**src/rtl/core/radar_sensor_link_codec_macros.svh**
```systemverilog
// Assertion macros shared by the codec modules.
`ifndef RADAR_SENSOR_LINK_CODEC_MACROS_SVH
`define RADAR_SENSOR_LINK_CODEC_MACROS_SVH

// Same-cycle implication, checked outside reset.
`define RSLC_ASSERT_NOW(label, clk, rst_n, ante, cons, msg) \
    label: assert property (@(posedge clk) disable iff (!rst_n) (ante) |-> (cons)) \
        else $error(msg);

// Next-cycle implication, checked outside reset.
`define RSLC_ASSERT_NEXT(label, clk, rst_n, ante, cons, msg) \
    label: assert property (@(posedge clk) disable iff (!rst_n) (ante) |=> (cons)) \
        else $error(msg);

`endif

```
**src/rtl/core/rslc_pkg.sv**
```systemverilog
// Package: payload types, frame constants and command table of the sensor link codec.
package rslc_pkg;

    // Input beat
    typedef struct packed {
        logic        func;
        logic [7:0]  rx_byte;
        logic [3:0]  request_op;
        logic [15:0] request_value;
    } item_t;

    // Result beat
    typedef struct packed {
        logic [1:0]  out_kind;
        logic [7:0]  tx_byte;
        logic        tx_last;
        logic        enabled;
        logic [15:0] answer_value;
    } result_t;

    // Work handed from the decoder to the emitter
    typedef struct packed {
        logic        valid;
        logic        is_frame;
        logic [7:0]  cmd;
        logic [7:0]  arg_h;
        logic [7:0]  arg_l;
        logic [7:0]  chk;
        logic [1:0]  kind;
        logic        enabled;
        logic [15:0] value;
    } job_t;

    // Status from the emitter back to the front
    typedef struct packed {
        logic free;
    } emit_status_t;

    localparam logic       FUNC_RX  = 1'b0;
    localparam logic       FUNC_REQ = 1'b1;

    localparam logic [1:0] KIND_TX  = 2'd0;
    localparam logic [1:0] KIND_EN  = 2'd1;
    localparam logic [1:0] KIND_VAL = 2'd2;

    localparam logic [1:0] AWAIT_NONE = 2'd0;
    localparam logic [1:0] AWAIT_EN   = 2'd1;
    localparam logic [1:0] AWAIT_VAL  = 2'd2;

    localparam logic [7:0] HEAD0_BYTE = 8'h55;
    localparam logic [7:0] HEAD1_BYTE = 8'h5A;
    localparam logic [7:0] TAIL_BYTE  = 8'hFE;

    localparam int         FRAME_LEN = 7;
    localparam logic [2:0] LAST_IDX  = 3'(FRAME_LEN - 1);

    // Request operations
    localparam logic [3:0] OP_RADAR_EN_GET = 4'd0;
    localparam logic [3:0] OP_RADAR_EN_SET = 4'd1;
    localparam logic [3:0] OP_DIST_GET     = 4'd2;
    localparam logic [3:0] OP_DIST_SET     = 4'd3;
    localparam logic [3:0] OP_DELAY_GET    = 4'd4;
    localparam logic [3:0] OP_DELAY_SET    = 4'd5;
    localparam logic [3:0] OP_LIGHT_EN_GET = 4'd6;
    localparam logic [3:0] OP_LIGHT_EN_SET = 4'd7;
    localparam logic [3:0] OP_LIGHT_HI_GET = 4'd8;
    localparam logic [3:0] OP_LIGHT_HI_SET = 4'd9;
    localparam logic [3:0] OP_LIGHT_LO_GET = 4'd10;
    localparam logic [3:0] OP_LIGHT_LO_SET = 4'd11;

    // Command bytes
    localparam logic [7:0] CMD_RADAR_EN_GET = 8'h89;
    localparam logic [7:0] CMD_RADAR_EN_SET = 8'h09;
    localparam logic [7:0] CMD_DIST_GET     = 8'h81;
    localparam logic [7:0] CMD_DIST_SET     = 8'h01;
    localparam logic [7:0] CMD_DELAY_GET    = 8'h82;
    localparam logic [7:0] CMD_DELAY_SET    = 8'h02;
    localparam logic [7:0] CMD_LIGHT_EN_GET = 8'h83;
    localparam logic [7:0] CMD_LIGHT_EN_SET = 8'h03;
    localparam logic [7:0] CMD_LIGHT_HI_GET = 8'h84;
    localparam logic [7:0] CMD_LIGHT_HI_SET = 8'h04;
    localparam logic [7:0] CMD_LIGHT_LO_GET = 8'h85;
    localparam logic [7:0] CMD_LIGHT_LO_SET = 8'h05;

    localparam logic [15:0] DIST_MAX  = 16'd15;
    localparam logic [15:0] LIGHT_MAX = 16'd1023;

    // Frame length counter saturates here
    localparam logic [3:0] COUNT_MAX = 4'd15;

    // Command byte for an operation (codes past the table map to zero)
    function automatic logic [7:0] cmd_code(input logic [3:0] op);
        logic [7:0] c;
        unique case (op)
            OP_RADAR_EN_GET: c = CMD_RADAR_EN_GET;
            OP_RADAR_EN_SET: c = CMD_RADAR_EN_SET;
            OP_DIST_GET:     c = CMD_DIST_GET;
            OP_DIST_SET:     c = CMD_DIST_SET;
            OP_DELAY_GET:    c = CMD_DELAY_GET;
            OP_DELAY_SET:    c = CMD_DELAY_SET;
            OP_LIGHT_EN_GET: c = CMD_LIGHT_EN_GET;
            OP_LIGHT_EN_SET: c = CMD_LIGHT_EN_SET;
            OP_LIGHT_HI_GET: c = CMD_LIGHT_HI_GET;
            OP_LIGHT_HI_SET: c = CMD_LIGHT_HI_SET;
            OP_LIGHT_LO_GET: c = CMD_LIGHT_LO_GET;
            OP_LIGHT_LO_SET: c = CMD_LIGHT_LO_SET;
            default:         c = 8'h00;
        endcase
        return c;
    endfunction

endpackage

```
**src/rtl/core/rslc_decoder.sv**
```systemverilog
// Decoder: link state, request framing and received-frame checking at beat accept.
`include "radar_sensor_link_codec_macros.svh"

module rslc_decoder (
    input  logic           clk,
    input  logic           rst_n,
    input  logic           accept,
    input  rslc_pkg::item_t item,
    output rslc_pkg::job_t  job
);
    import rslc_pkg::*;

    logic [1:0] awaited_reg, awaited_next;
    logic [3:0] byte_count_reg, byte_count_next;
    logic [7:0] fields_reg [4];

    logic       is_rx;
    logic       is_req;
    logic       op_ok;
    logic       is_enable;
    logic [15:0] set_val;
    logic [7:0] req_h;
    logic [7:0] req_l;
    logic [7:0] req_cmd;
    logic [3:0] wpos;
    logic       field_we;
    logic       is_tail;
    logic       frame_ok;
    logic       cmd_en_class;
    logic       cmd_val_class;

    assign is_rx  = accept && (item.func == FUNC_RX);
    assign is_req = accept && (item.func == FUNC_REQ);
    assign op_ok  = (item.request_op <= OP_LIGHT_LO_SET);

    assign is_enable = (item.request_op == OP_RADAR_EN_GET) || (item.request_op == OP_RADAR_EN_SET)
                    || (item.request_op == OP_LIGHT_EN_GET) || (item.request_op == OP_LIGHT_EN_SET);
    assign req_cmd = cmd_code(item.request_op);

    // Argument bytes of a request, with clamping
    always_comb
    begin
        set_val = item.request_value;
        if ((item.request_op == OP_DIST_SET) && (set_val > DIST_MAX))
        begin
            set_val = DIST_MAX;
        end
        if (((item.request_op == OP_LIGHT_HI_SET) || (item.request_op == OP_LIGHT_LO_SET))
            && (set_val > LIGHT_MAX))
        begin
            set_val = LIGHT_MAX;
        end
        req_h = 8'h00;
        req_l = 8'h00;
        if (item.request_op[0])
        begin
            if (is_enable)
            begin
                req_l = {7'd0, |item.request_value};
            end
            else
            begin
                req_h = set_val[15:8];
                req_l = set_val[7:0];
            end
        end
    end

    // Receive side: field capture, length count, tail detect
    assign wpos     = byte_count_reg - 4'd2;
    assign field_we = is_rx && (byte_count_reg >= 4'd2) && (byte_count_reg <= 4'd5);
    assign is_tail  = (item.rx_byte == TAIL_BYTE);
    assign frame_ok = is_rx && is_tail && (byte_count_reg == 4'd6)
                   && (fields_reg[3] == (fields_reg[0] ^ fields_reg[1] ^ fields_reg[2]));

    always_comb
    begin
        cmd_en_class  = 1'b0;
        cmd_val_class = 1'b0;
        unique case (fields_reg[0])
            CMD_RADAR_EN_GET, CMD_RADAR_EN_SET, CMD_LIGHT_EN_GET, CMD_LIGHT_EN_SET:
                cmd_en_class = 1'b1;
            CMD_DIST_GET, CMD_DIST_SET, CMD_DELAY_GET, CMD_DELAY_SET,
            CMD_LIGHT_HI_GET, CMD_LIGHT_HI_SET, CMD_LIGHT_LO_GET, CMD_LIGHT_LO_SET:
                cmd_val_class = 1'b1;
            default:
            begin
                cmd_en_class  = 1'b0;
                cmd_val_class = 1'b0;
            end
        endcase
    end

    // State next values
    always_comb
    begin
        awaited_next    = awaited_reg;
        byte_count_next = byte_count_reg;
        if (is_req && op_ok)
        begin
            awaited_next = is_enable ? AWAIT_EN : AWAIT_VAL;
        end
        if (is_rx)
        begin
            if (is_tail)
            begin
                byte_count_next = 4'd0;
            end
            else if (byte_count_reg != COUNT_MAX)
            begin
                byte_count_next = byte_count_reg + 4'd1;
            end
        end
    end

    // Job for the emitter
    always_comb
    begin
        job          = '0;
        job.cmd      = req_cmd;
        job.arg_h    = req_h;
        job.arg_l    = req_l;
        job.chk      = req_cmd ^ req_h ^ req_l;
        job.enabled  = (fields_reg[2] == 8'd1);
        job.value    = {fields_reg[1], fields_reg[2]};
        if (is_req && op_ok)
        begin
            job.valid    = 1'b1;
            job.is_frame = 1'b1;
            job.kind     = KIND_TX;
        end
        else if (frame_ok && cmd_en_class && (awaited_reg == AWAIT_EN))
        begin
            job.valid = 1'b1;
            job.kind  = KIND_EN;
        end
        else if (frame_ok && cmd_val_class && (awaited_reg == AWAIT_VAL))
        begin
            job.valid = 1'b1;
            job.kind  = KIND_VAL;
        end
    end

    always_ff @(posedge clk or negedge rst_n)
    begin
        if (!rst_n)
        begin
            awaited_reg    <= AWAIT_NONE;
            byte_count_reg <= 4'd0;
        end
        else
        begin
            awaited_reg    <= awaited_next;
            byte_count_reg <= byte_count_next;
        end
    end

    // Frame fields: no reset, written before any accepted frame reads them
    always_ff @(posedge clk)
    begin
        if (field_we)
        begin
            fields_reg[wpos[1:0]] <= item.rx_byte;
        end
    end

    `RSLC_ASSERT_NEXT(a_tail_clears_count, clk, rst_n, is_rx && is_tail, byte_count_reg == 4'd0, "tail byte did not clear the byte count")
    `RSLC_ASSERT_NEXT(a_req_sets_await, clk, rst_n, is_req && op_ok, awaited_reg != AWAIT_NONE, "request left nothing awaited")
    `RSLC_ASSERT_NOW(a_answer_needs_frame, clk, rst_n, job.valid && !job.is_frame, frame_ok, "answer issued without a good frame")

endmodule

```
**src/rtl/core/rslc_emitter.sv**
```systemverilog
// Emitter: holds one job and streams its beats into the result register.
`include "radar_sensor_link_codec_macros.svh"

module rslc_emitter (
    input  logic                  clk,
    input  logic                  rst_n,
    input  rslc_pkg::job_t         job,
    output rslc_pkg::emit_status_t status,
    output logic                  result_valid,
    input  logic                  result_stall,
    output rslc_pkg::result_t      result
);
    import rslc_pkg::*;

    job_t       job_reg;
    logic       job_valid_reg, job_valid_next;
    logic [2:0] idx_reg, idx_next;
    logic       out_valid_reg;
    result_t    out_reg;

    logic       load;
    logic       beat;
    logic       last;
    result_t    beat_data;

    assign load = !out_valid_reg || !result_stall;
    assign beat = job_valid_reg && load;
    assign last = !job_reg.is_frame || (idx_reg == LAST_IDX);
    assign status.free = !job_valid_reg || (beat && last);

    // Payload of the current beat
    always_comb
    begin
        beat_data              = '0;
        beat_data.out_kind     = job_reg.kind;
        if (job_reg.is_frame)
        begin
            beat_data.tx_last = (idx_reg == LAST_IDX);
            unique case (idx_reg)
                3'd0:    beat_data.tx_byte = HEAD0_BYTE;
                3'd1:    beat_data.tx_byte = HEAD1_BYTE;
                3'd2:    beat_data.tx_byte = job_reg.cmd;
                3'd3:    beat_data.tx_byte = job_reg.arg_h;
                3'd4:    beat_data.tx_byte = job_reg.arg_l;
                3'd5:    beat_data.tx_byte = job_reg.chk;
                default: beat_data.tx_byte = TAIL_BYTE;
            endcase
        end
        else if (job_reg.kind == KIND_EN)
        begin
            beat_data.enabled = job_reg.enabled;
        end
        else
        begin
            beat_data.answer_value = job_reg.value;
        end
    end

    // Job slot control
    always_comb
    begin
        job_valid_next = job_valid_reg;
        idx_next       = idx_reg;
        if (job.valid)
        begin
            job_valid_next = 1'b1;
            idx_next       = 3'd0;
        end
        else if (beat && last)
        begin
            job_valid_next = 1'b0;
            idx_next       = 3'd0;
        end
        else if (beat)
        begin
            idx_next = idx_reg + 3'd1;
        end
    end

    always_ff @(posedge clk or negedge rst_n)
    begin
        if (!rst_n)
        begin
            job_valid_reg <= 1'b0;
            idx_reg       <= 3'd0;
            out_valid_reg <= 1'b0;
        end
        else
        begin
            job_valid_reg <= job_valid_next;
            idx_reg       <= idx_next;
            if (load)
            begin
                out_valid_reg <= job_valid_reg;
            end
        end
    end

    always_ff @(posedge clk)
    begin
        if (job.valid)
        begin
            job_reg <= job;
        end
        if (beat)
        begin
            out_reg <= beat_data;
        end
    end

    assign result_valid = out_valid_reg;
    assign result       = out_reg;

    `RSLC_ASSERT_NOW(a_job_into_free_slot, clk, rst_n, job.valid, status.free, "job loaded over a busy slot")
    `RSLC_ASSERT_NOW(a_idx_range, clk, rst_n, job_valid_reg, idx_reg <= LAST_IDX, "beat index past frame end")
    `RSLC_ASSERT_NOW(a_answer_single, clk, rst_n, job_valid_reg && !job_reg.is_frame, idx_reg == 3'd0, "answer job advanced its index")

endmodule

```
**src/rtl/core/radar_sensor_link_codec.sv**
```systemverilog
// Top level of the radar/light sensor link codec, host side.
//
//  channel  | direction | payload  | handshake
//  item     | in        | item_t   | item_valid / item_stall
//  result   | out       | result_t | result_valid / result_stall
//
// A beat is decoded in the cycle it is accepted and lands in the job slot at that edge;
// its first result then moves into the output register whenever it can load. A request
// makes seven result beats, one per cycle while not stalled, from a single job slot; a
// received byte makes at most one. The slot takes the next beat in the cycle its last
// result moves into the output register, so unstalled single-result beats run 1/cycle.
// Reset clears the awaited answer kind, the frame byte count and all valid flags.
// While result_stall is high a valid output register holds and item_stall rises once
// the job slot is busy.

module radar_sensor_link_codec (
    input  logic              clk,
    input  logic              rst_n,
    input  logic              item_valid,
    output logic              item_stall,
    input  rslc_pkg::item_t   item,
    output logic              result_valid,
    input  logic              result_stall,
    output rslc_pkg::result_t result
);
    import rslc_pkg::*;

    job_t         job;
    emit_status_t status;
    logic         accept;

    assign item_stall = !status.free;
    assign accept     = item_valid && !item_stall;

    rslc_decoder u_decoder (
        .clk    (clk),
        .rst_n  (rst_n),
        .accept (accept),
        .item   (item),
        .job    (job)
    );

    rslc_emitter u_emitter (
        .clk          (clk),
        .rst_n        (rst_n),
        .job          (job),
        .status       (status),
        .result_valid (result_valid),
        .result_stall (result_stall),
        .result       (result)
    );

endmodule
```
**config.mk**
```make
export PLATFORM = sky130hd
export DESIGN_NAME = radar_sensor_link_codec
export DESIGN_NICKNAME = d
export VERILOG_FILES = /design/src/rtl/core/rslc_pkg.sv /design/src/rtl/core/rslc_decoder.sv /design/src/rtl/core/rslc_emitter.sv /design/src/rtl/core/radar_sensor_link_codec.sv
export VERILOG_INCLUDE_DIRS = /design/src /design/src/rtl/core
export SDC_FILE = /design/constraint.sdc
export NUM_CORES = 1
export LEC_CHECK = 0
export BUFFER_PORTS_ARGS = -buffer_cell sky130_fd_sc_hd__buf_2
export CAP_MARGIN = 20
export CORE_ASPECT_RATIO = 1.4
export CORE_MARGIN = 10
export CORE_UTILIZATION = 45
export CTS_CLUSTER_DIAMETER = 60
export DETAILED_ROUTE_END_ITERATION = 10
export PLACE_DENSITY = 0.61
export SLEW_MARGIN = 40
export SYNTH_ARGS = -nofsm -noshare
export SYNTH_HDL_FRONTEND = slang
export SYNTH_SLANG_ARGS = --single-unit
```
**constraint.sdc**
```tcl
create_clock -name clk -period 4.09 [get_ports clk]
set_clock_uncertainty 0.2 [all_clocks]
set_input_delay 0.2045 -clock clk [delete_from_list [all_inputs] [get_ports clk]]
set_output_delay 0.2045 -clock clk [all_outputs]
set_load 0.02 [all_outputs]
```
* Yosys cells after proc, flatten, opt, wreduce, memory -nomap -nowiden *
Memories as Yosys holds them, arrays and structs flattened.
Index checks and enable logic that the tools add are counted.
Widths: inputs -> output; s select.

operators by class
  add/sub/neg operators = 3
  $lt $le $gt $ge = 5
  equal/unequal tests = 32
  multiplexer cells = 25
  bitwise operators = 6
  reduce and logical (&&, ||, !) cells = 41

operators with widths
  operator              count
  $eq 8x8->1 const B    7
  $pmux 8 s6            1
  $mux 16               2
  $mux 8                4
  $xor 8x8->8           4
  $logic_and 1x1->1     17
  $eq 8x1->1 const B    2
  $eq 8x2->1 const B    2
  $eq 8x3->1 const B    2
  $gt 16x10->1 const B  1
  $gt 16x4->1 const B   1
  $reduce_or 16->1      1
  $eq 4x3->1 const B    3
  $mux 1                11
  $eq 3x3->1 const B    3
  $mux 3                3
  $eq 4x4->1 const B    2
  $eq 8x4->1 const B    1
  $eq 8x8->1            1
  $mux 4                2
  $reduce_or 8->1       1
  $logic_or 1x1->1      7
  $eq 3x2->1 const B    2
  $reduce_or 2->1       3
  21 further kinds      29

storage, ports and cells
  register bits after elaboration = 91
  RAM bits = 32
  bits in read-only memories = 80
  input bits = 33
  output and inout bits = 30
  word-level logic and storage cells = 133
  memories kept = 2

memories
  name                  depth  bits a word  rd ports  clocked after memory_dff  wr ports  RTL line            text
  (no name shown)       16     5            1         0                         0         rslc_pkg.sv:94      unique case (op)
  u_decoder.fields_reg  4      8            4         0                         1         rslc_decoder.sv:15  logic [7:0] fields_reg [4];

* Depth between registers and ports, before layout *
Gate-level depths: netlist of run 1.

  depth in word-level cells = 16
  depth in mapped cells = 8
  depth with buffers taken out = 8

* Hierarchy *
A second synthesis of run 1 with hierarchy kept.

second synthesis, totals
  cells, all modules = 399
  area, all modules = 5479.0 µm²

modules (own cells, without submodules)
  module                   times used  cells each  area each (µm²)  sequential area each (µm²)
  rslc_emitter             1           171         3099.2           2527.4
  rslc_decoder             1           226         2369.8           1111.1
  radar_sensor_link_codec  1           2           10.0             0.0

* Least setup slack after synthesis of run 1 *
Ideal clock, no wire load.

  path type = register to register
  start point = register u_emitter.idx_reg[0]
  end point = register u_emitter.job_reg, in the netlist u_emitter.beat_data[26] (enable)
  setup time = 0.408 ns
  arrival = 2.686 ns
  data required time = 3.482 ns
  setup slack = 0.797 ns
  stages on the path, launching flop included = 9
  path buffers = 0
  clock period less this slack = 3.293 ns
  path through = dfrtp_1 inv_1 ha_1 a21boi_0 o21ai_1 nand3b_1 nor3b_1 nand3_1 nand2_1

RTL lines
  item                    RTL line             text
  from (decl)             rslc_emitter.sv:17   logic [2:0] idx_reg, idx_next;
  from (signal assigned)  rslc_emitter.sv:91   idx_reg <= idx_next;
  to (signal assigned)    rslc_emitter.sv:103  job_reg <= job;
  to (decl)               rslc_emitter.sv:15   job_t job_reg;

==> results.toml, run 1 <==
[die]
die_w_um = 110.6
fp.dieArea_mm2 = 0.01624
boundaryPins = 63
floorplan.rows = 46
die_y_um = 146.8
floorplan.initialDensity = 0.4583
core_outline_area_mm2 = 0.01128

[synth]
netlist.top_cell.by_area = "sky130_fd_sc_hd__edfxtp_1"
synth_async_sr_flop_share = 0.09167
syn-mean-instance-area_um2 = 13.90
netlist_top_cells_count = "sky130_fd_sc_hd__edfxtp_1, sky130_fd_sc_hd__nand2_1, sky130_fd_sc_hd__and2_1"
cells_taking_the_most_area_after_synthesis = "sky130_fd_sc_hd__edfxtp_1, sky130_fd_sc_hd__dfrtp_1, sky130_fd_sc_hd__xnor2_1, sky130_fd_sc_hd__and2_1, sky130_fd_sc_hd__xor2_1"
synthDominantCellAreaShare = 0.6331
synth.yosys.seq_area_share = 0.6864
yosys.cell_types.count = 54
number_of_synthesized_flops_with_an_enable_pin = 109
dominantRegCellSynth = "sky130_fd_sc_hd__edfxtp_1"
post_synth_design_cell_area_mm2 = 0.005170
synth_seq_cells = 120
postSynthCellCount = 372
yosys_warn_count = 0
yosysMostFrequentCell = "sky130_fd_sc_hd__edfxtp_1"
postSynthNetCount = 414

[power_and_ir_drop]
pwr_density_cell_mw_per_mm2 = 531.4
power.switching_uw = 816.9
p_seq_frac = 0.450
power_frac_clock = 0.418
leakage_component_of_the_power_nw = 2.431
combinationalPowerShare = 0.132
cell_internal_pwr_mw = 2.586
ir_drop_mv = 0.2895
power.share.switching = 0.2400

[timing]
maxClockFrequency_mhz = 312.3
post-route-min-period_ps = 3202
fin_crit_sh = 0.7829
final-setup-viol-count = 0
tns_ps = 0
report.final.slew_viol_count = 0
timing.max_slew.rel_slack = 0.4866
tightestPinTransition_ps = 768.5
report.final.hold_viol_count = 0
unrepaired_setup_endpoints_after_global_routing = "no"

[clocking]
postCtsSetupBuffers = 0
worst_setup_hold_path_clk_slew_ps = 50
clock_path_buffers = 2
htreeDepth = 4
cts_tree = "yes"
clk_latency_ps = 400
clock-sinks = 120
cts_made_buffers = 17
clock-root-buffer = "sky130_fd_sc_hd__clkbuf_16"

[finish]
largest_register_ff_count = 47
antennaDiodeCount = 0
post_layout_nonfiller_instances = 622
finish.net_count = 507
layout-drive-gt1-share = 0.2071
areaGrowthSynthToFinish_pct = 23.86
layout_filler_cell_count = 957

[place]
port_buffer_count = 62
place.gp.congestion = 0.8301
numPlacedInstances = 570
place_hpwl_um = 7536

[worst_hold_path]
class_of_the_tightest_hold_or_removal_check = "in2reg"

[route]
drt-initial-drc-count = 177
vias = 3283
route.detailed.wl_per_inst_um = 16.74
detail-route-antenna-nets = 0
routed_wl_um = 10410
detail_route.vias_per_cell = 5.278
remaining_drc_errors = 0
first_drt_pass_iteration_count = 5

[setup_path]
end_kind = "flop"
required_time_of_the_worst_setup_path_ps = 3920
critical_path_peak_fanout = 49
timing.critical_path.from_type = "flop"
criticalPathCategory = "reg2reg"
worst_ep_arrival_time_ps = 3030

[global_route]
grt_antenna_before_repair = 0
wire_length_of_the_first_global_routing_pass_um = 16980
grt_pass1_vias = 3343
groute.usage.overall = 0.1315
globalRoute.totalOverflow = 0
grt_start_max_net_pins = 50

[run_status]
outcome = "complete, no violations"

[flow_run]
maxCapViolCount = 0
[power groups by stage]
| stage | clock network (mW) | registers, mW | logic [mW] |
|---|---|---|---|
| global route | 1.51 | 1.54 | 0.501 |
| CTS | 1.45 | 1.53 | 0.452 |
| global placement | 0 | 1.55 | 0.430 |
| floorplan | 0 | 1.58 | 0.252 |
| detailed placement | 0 | 1.55 | 0.434 |
| finish | 1.42 | 1.53 | 0.448 |
[cells by family (layout without fill, tap and decap cells)]
group,after synthesis,count (layout),share of synthesized area
flops,120,120,0.6863
simple gates,120,120,0.1271
compound gates,64,64,0.08592
xor+xnor,34,34,0.05760
buf+inv,24,130,0.01912
fa+ha+maj,9,9,0.02178
mux,1,1,0.002178
[per-layer routing]
metal	track usage	vias to the layer above	share of wire
li1	-	1586	-
met1	0.1430	1582	0.40
met2	0.2290	97	0.53
met3	0.03993	18	0.054
met4	0.06070	0	0.021
met5	0	-	0
[path summary, 6_finish.rpt]
kind,slack (ps),start,depth (start not counted),end
worst max-delay path,890,u_emitter.idx_reg[0],9,u_emitter.job_reg[10]
worst min-delay path,7,item[1],3,u_emitter.job_reg[28]
worst max register to register,890,u_emitter.idx_reg[0],9,u_emitter.job_reg[10]
worst min register to register,270,u_decoder.fields_reg[1][7],0,u_emitter.job_reg[15]
max in group asynchronous,2290,rst_n,4,u_decoder.byte_count_reg[1]
min in group asynchronous,530,rst_n,3,u_decoder.byte_count_reg[3]
[cells in the final DEF (no fill, tap or decap), types with 3 or more instances in the layout]
master / count
sky130_fd_sc_hd__a21boi_0: 3
sky130_fd_sc_hd__a21oi_1: 19
sky130_fd_sc_hd__a222oi_1: 3
sky130_fd_sc_hd__a22oi_1: 6
sky130_fd_sc_hd__a41o_1: 3
sky130_fd_sc_hd__a41oi_1: 3
sky130_fd_sc_hd__and2_1: 25
sky130_fd_sc_hd__and3_1: 6
sky130_fd_sc_hd__buf_2: 62
sky130_fd_sc_hd__bufinv_16: 3
sky130_fd_sc_hd__clkbuf_1: 5
sky130_fd_sc_hd__clkbuf_16: 17
sky130_fd_sc_hd__clkinv_2: 3
sky130_fd_sc_hd__dfrtp_1: 11
sky130_fd_sc_hd__dlygate4sd3_1: 20
sky130_fd_sc_hd__edfxtp_1: 109
sky130_fd_sc_hd__ha_1: 9
sky130_fd_sc_hd__inv_1: 14
sky130_fd_sc_hd__nand2_1: 27
sky130_fd_sc_hd__nand3_1: 6
sky130_fd_sc_hd__nand4_1: 5
sky130_fd_sc_hd__nor2_1: 20
sky130_fd_sc_hd__nor2b_1: 6
sky130_fd_sc_hd__nor3_1: 5
sky130_fd_sc_hd__nor3b_1: 3
sky130_fd_sc_hd__nor4_1: 3
sky130_fd_sc_hd__o21ai_0: 7
sky130_fd_sc_hd__xnor2_1: 19
sky130_fd_sc_hd__xor2_1: 15
[what timing repair did]
| item | in CTS | in global routing |
|---|---|---|
| gates resized for setup | 0 | 0 |
| hold endpoints to repair | 53 | 0 |
| hold buffers | 20 | 0 |
[critical path, cell delays in order, from the launching register on]
cell,delay [ps]
sky130_fd_sc_hd__dfrtp_1,430
sky130_fd_sc_hd__inv_1,120
sky130_fd_sc_hd__ha_1,190
sky130_fd_sc_hd__a21boi_0,150
sky130_fd_sc_hd__o21ai_1,320
sky130_fd_sc_hd__nand3b_1,160
sky130_fd_sc_hd__nor3b_1,360
sky130_fd_sc_hd__nand3_1,250
sky130_fd_sc_hd__nand2_2,120
sky130_fd_sc_hd__buf_4,510
[metrics by stage]
stage	hold slack, ps	instance area (um2)	setup WS (ps)	utilization	power [mW]
after floorplan	-291.1	5170	796.8	-	1.836
after global placement	-112.5	5628	1093	0.4989	1.982
after detailed placement	-106.3	5632	962.1	0.4992	1.989
after CTS	0.2207	6404	904.2	0.5677	3.431
after global routing	6.349	6404	557.3	0.5677	3.551
final	7.236	6404	887.8	0.5677	3.403
[area by class of cell]
class                   instances  area (um2)  share of cell area
multi-input cells             228        1529              0.2388
flip-flops and latches        120        3548              0.5541
inverters                      15       56.30            0.008792
repair buffers                 83       518.0             0.08089
clock buffers                  22       444.2             0.06936
well taps                     144       180.2             0.02814
clock inverters                10       127.6             0.01993
Power figures use the tool's default switching activity.
==> run 2, diff against run 1 <==
--- a/config.mk
+++ b/config.mk
@@ -13,7 +13,7 @@
 export CORE_UTILIZATION = 45
 export CTS_CLUSTER_DIAMETER = 60
 export DETAILED_ROUTE_END_ITERATION = 10
-export PLACE_DENSITY = 0.61
+export PLACE_DENSITY = 0.64
 export SLEW_MARGIN = 40
 export SYNTH_ARGS = -nofsm -noshare
 export SYNTH_HDL_FRONTEND = slang
==> constraint.sdc (replaced) <==
create_clock -name clk -period 2.72 [get_ports clk]
set_clock_uncertainty 0.2 [all_clocks]
set_input_delay 0.136 -clock clk [delete_from_list [all_inputs] [get_ports clk]]
set_output_delay 0.136 -clock clk [all_outputs]
set_load 0.02 [all_outputs]
==> results.toml, run 2 (synthesis results as in run 1) <==
[clocking]
cts_made_buffers = 17
clock_path_buffers = 2
clk_latency_ps = 410
postCtsSetupBuffers = 0
clock-sinks = 120
htreeDepth = 4
clock-root-buffer = "sky130_fd_sc_hd__clkbuf_16"
cts_tree = "yes"
worst_setup_hold_path_clk_slew_ps = 50

[power_and_ir_drop]
leakage_component_of_the_power_nw = 2.544
pwr_density_cell_mw_per_mm2 = 793.2
ir_drop_mv = 0.4946

[place]
place.gp.congestion = 0.8417
port_buffer_count = 62
numPlacedInstances = 582
place_hpwl_um = 7752
place_worst_setup_slack_ps = 214.0

[die]
die_y_um = 146.8
core_outline_area_mm2 = 0.01128
boundaryPins = 63
floorplan.initialDensity = 0.4583
fp.dieArea_mm2 = 0.01624
floorplan.rows = 46
die_w_um = 110.6

[timing]
report.final.slew_viol_count = 0
maxClockFrequency_mhz = 410.8
postLayoutSetupSlackWorst_ps = 285.6
fin_crit_sh = 0.8950
report.final.hold_viol_count = 0
timing.max_slew.rel_slack = 0.6441
finalHoldWorstSlack_ps = 13.19
unrepaired_setup_endpoints_after_global_routing = "no"
final-setup-viol-count = 0
tightestPinTransition_ps = 532.1
tns_ps = 0
post-route-min-period_ps = 2434

[finish]
area_occupied_by_multi_input_gates_mm2 = 0.001539
finish.net_count = 527
antennaDiodeCount = 0
layout_filler_cell_count = 937
largest_register_ff_count = 47
post-route-util = 0.5876
areaGrowthSynthToFinish_pct = 28.22
regArea_mm2 = 0.003548
layout.cells.most_common_list = "sky130_fd_sc_hd__edfxtp_1, sky130_fd_sc_hd__buf_2, sky130_fd_sc_hd__dlygate4sd3_1"
layout-drive-gt1-share = 0.2269
layout_commonest_cell = "sky130_fd_sc_hd__edfxtp_1"
post_layout_nonfiller_instances = 642

[setup_path]
timing.critical_path.from_type = "flop"
reg2reg_slack_ps = 290
crit-reg2reg-capture = "u_emitter.job_reg[21]"
rr_worst_depth = 9
required_time_of_the_worst_setup_path_ps = 2600
criticalPathCategory = "reg2reg"
critical_path_peak_fanout = 49
end_kind = "flop"
crit_path_cell_trace = "inv_1 -> ha_1 -> a21boi_0 -> o21ai_1 -> nand3b_1 -> nor3b_2 -> nand3_1 -> nand2_4 -> buf_12"
worst_ep_arrival_time_ps = 2320
critical-path-slowest-cell = "sky130_fd_sc_hd__dfrtp_1"
critical_path.reg2reg.startpoint = "u_emitter.idx_reg[0]"
critical_path.max_stage_delay_ps = 370

[worst_hold_path]
hold_path_startpoint = "item[17]"
min_delay_worst_endpoint = "u_emitter.job_reg[43]"
hold_path_depth = 3
class_of_the_tightest_hold_or_removal_check = "in2reg"

[route]
detail-route-antenna-nets = 0
detail_route.vias_per_cell = 5.187
drt-initial-drc-count = 218
route.detailed.wl_per_inst_um = 16.72
remaining_drc_errors = 0
vias = 3330
routed_wl_um = 10740
first_drt_pass_iteration_count = 4

[run_status]
outcome = "complete, no violations"

[global_route]
grt_pass1_vias = 3479
grt_start_max_net_pins = 50
globalRoute.totalOverflow = 0
groute.usage.overall = 0.1355
grt_antenna_before_repair = 0
wire_length_of_the_first_global_routing_pass_um = 17720

[flow_run]
maxCapViolCount = 0
[run 2: cell count changes in the layout (fill, tap and decap cells not counted), moves of 2 or more]
cell | previous run | this run
sky130_fd_sc_hd__buf_4 | 1 | 12
sky130_fd_sc_hd__clkbuf_8 | 0 | 3
sky130_fd_sc_hd__clkinv_1 | 2 | 0
sky130_fd_sc_hd__clkinv_2 | 3 | 1
sky130_fd_sc_hd__dlygate4sd3_1 | 20 | 28
[run 2: how the worst max path moves through the flow]
stage | slack, ps | end | start | cells after the start
after floorplan | 90 | u_emitter.beat_data[26] | u_emitter.idx_reg[0] | 8
after global placement | 290 | u_emitter.job_reg[5] | u_emitter.idx_reg[0] | 9
after detailed placement | 210 | u_emitter.job_reg[31] | u_emitter.idx_reg[0] | 9
after CTS | 170 | u_emitter.job_reg[36] | u_emitter.idx_reg[0] | 9
after global routing | 70 | u_emitter.job_reg[21] | u_emitter.idx_reg[0] | 9
final | 290 | u_emitter.job_reg[21] | u_emitter.idx_reg[0] | 9
[run 2: timing repair]
action / in CTS / in global routing
endpoints found under the hold margin: 65 / 0
endpoints found under the setup margin: 0 / 49
hold buffers: 28 / 0
gates resized for setup: 0 / 1
[run 2: where the power goes]
| part | switching [mW] | internal (mW) | total (mW) | leakage [nW] |
|---|---|---|---|---|
| clock | 0.733 | 1.51 | 2.25 | 0.288 |
| combinational | 0.421 | 0.289 | 0.710 | 1.11 |
| sequential | 0.0965 | 2.20 | 2.30 | 1.15 |
| total | 1.25 | 4.01 | 5.26 | 2.54 |
[run 2: final cells by class]
| class | count | share of cell area |
|---|---|---|
| Sequential cell | 120 | 0.5353 |
| Multi-Input combinational cell | 228 | 0.2322 |
| Timing Repair Buffer | 103 | 0.1057 |
| Clock buffer | 25 | 0.07324 |
| Tap cell | 144 | 0.02718 |
| Clock inverter | 7 | 0.01793 |
| Inverter | 15 | 0.008494 |
[run 2: critical path: cells and delay by family, from the launching register on]
kind                     cells  cell delay, ps
adder cells (fa/ha/maj)      1             190
flip-flops                   1             370
AO/OA/AOI/OAI                2             320
buffers and inverters        2             340
AND/OR/NAND/NOR              4             680
[run 2: per-stage QoR]
step	total power [mW]	instance area (um2)
final	5.258	6629
after CTS	5.294	6620
after global routing	5.476	6629
after floorplan	2.760	5177
after global placement	2.996	5736
after detailed placement	3.015	5736
[run 2: layer usage]
metal / track usage / vias to the layer above / wire length (um)
met4: 0.06005 / 0 / 269
li1: - / 1617 / -
met2: 0.2394 / 95 / 5657
met3: 0.04279 / 23 / 459
met5: 0 / - / 0
met1: 0.1442 / 1595 / 4349
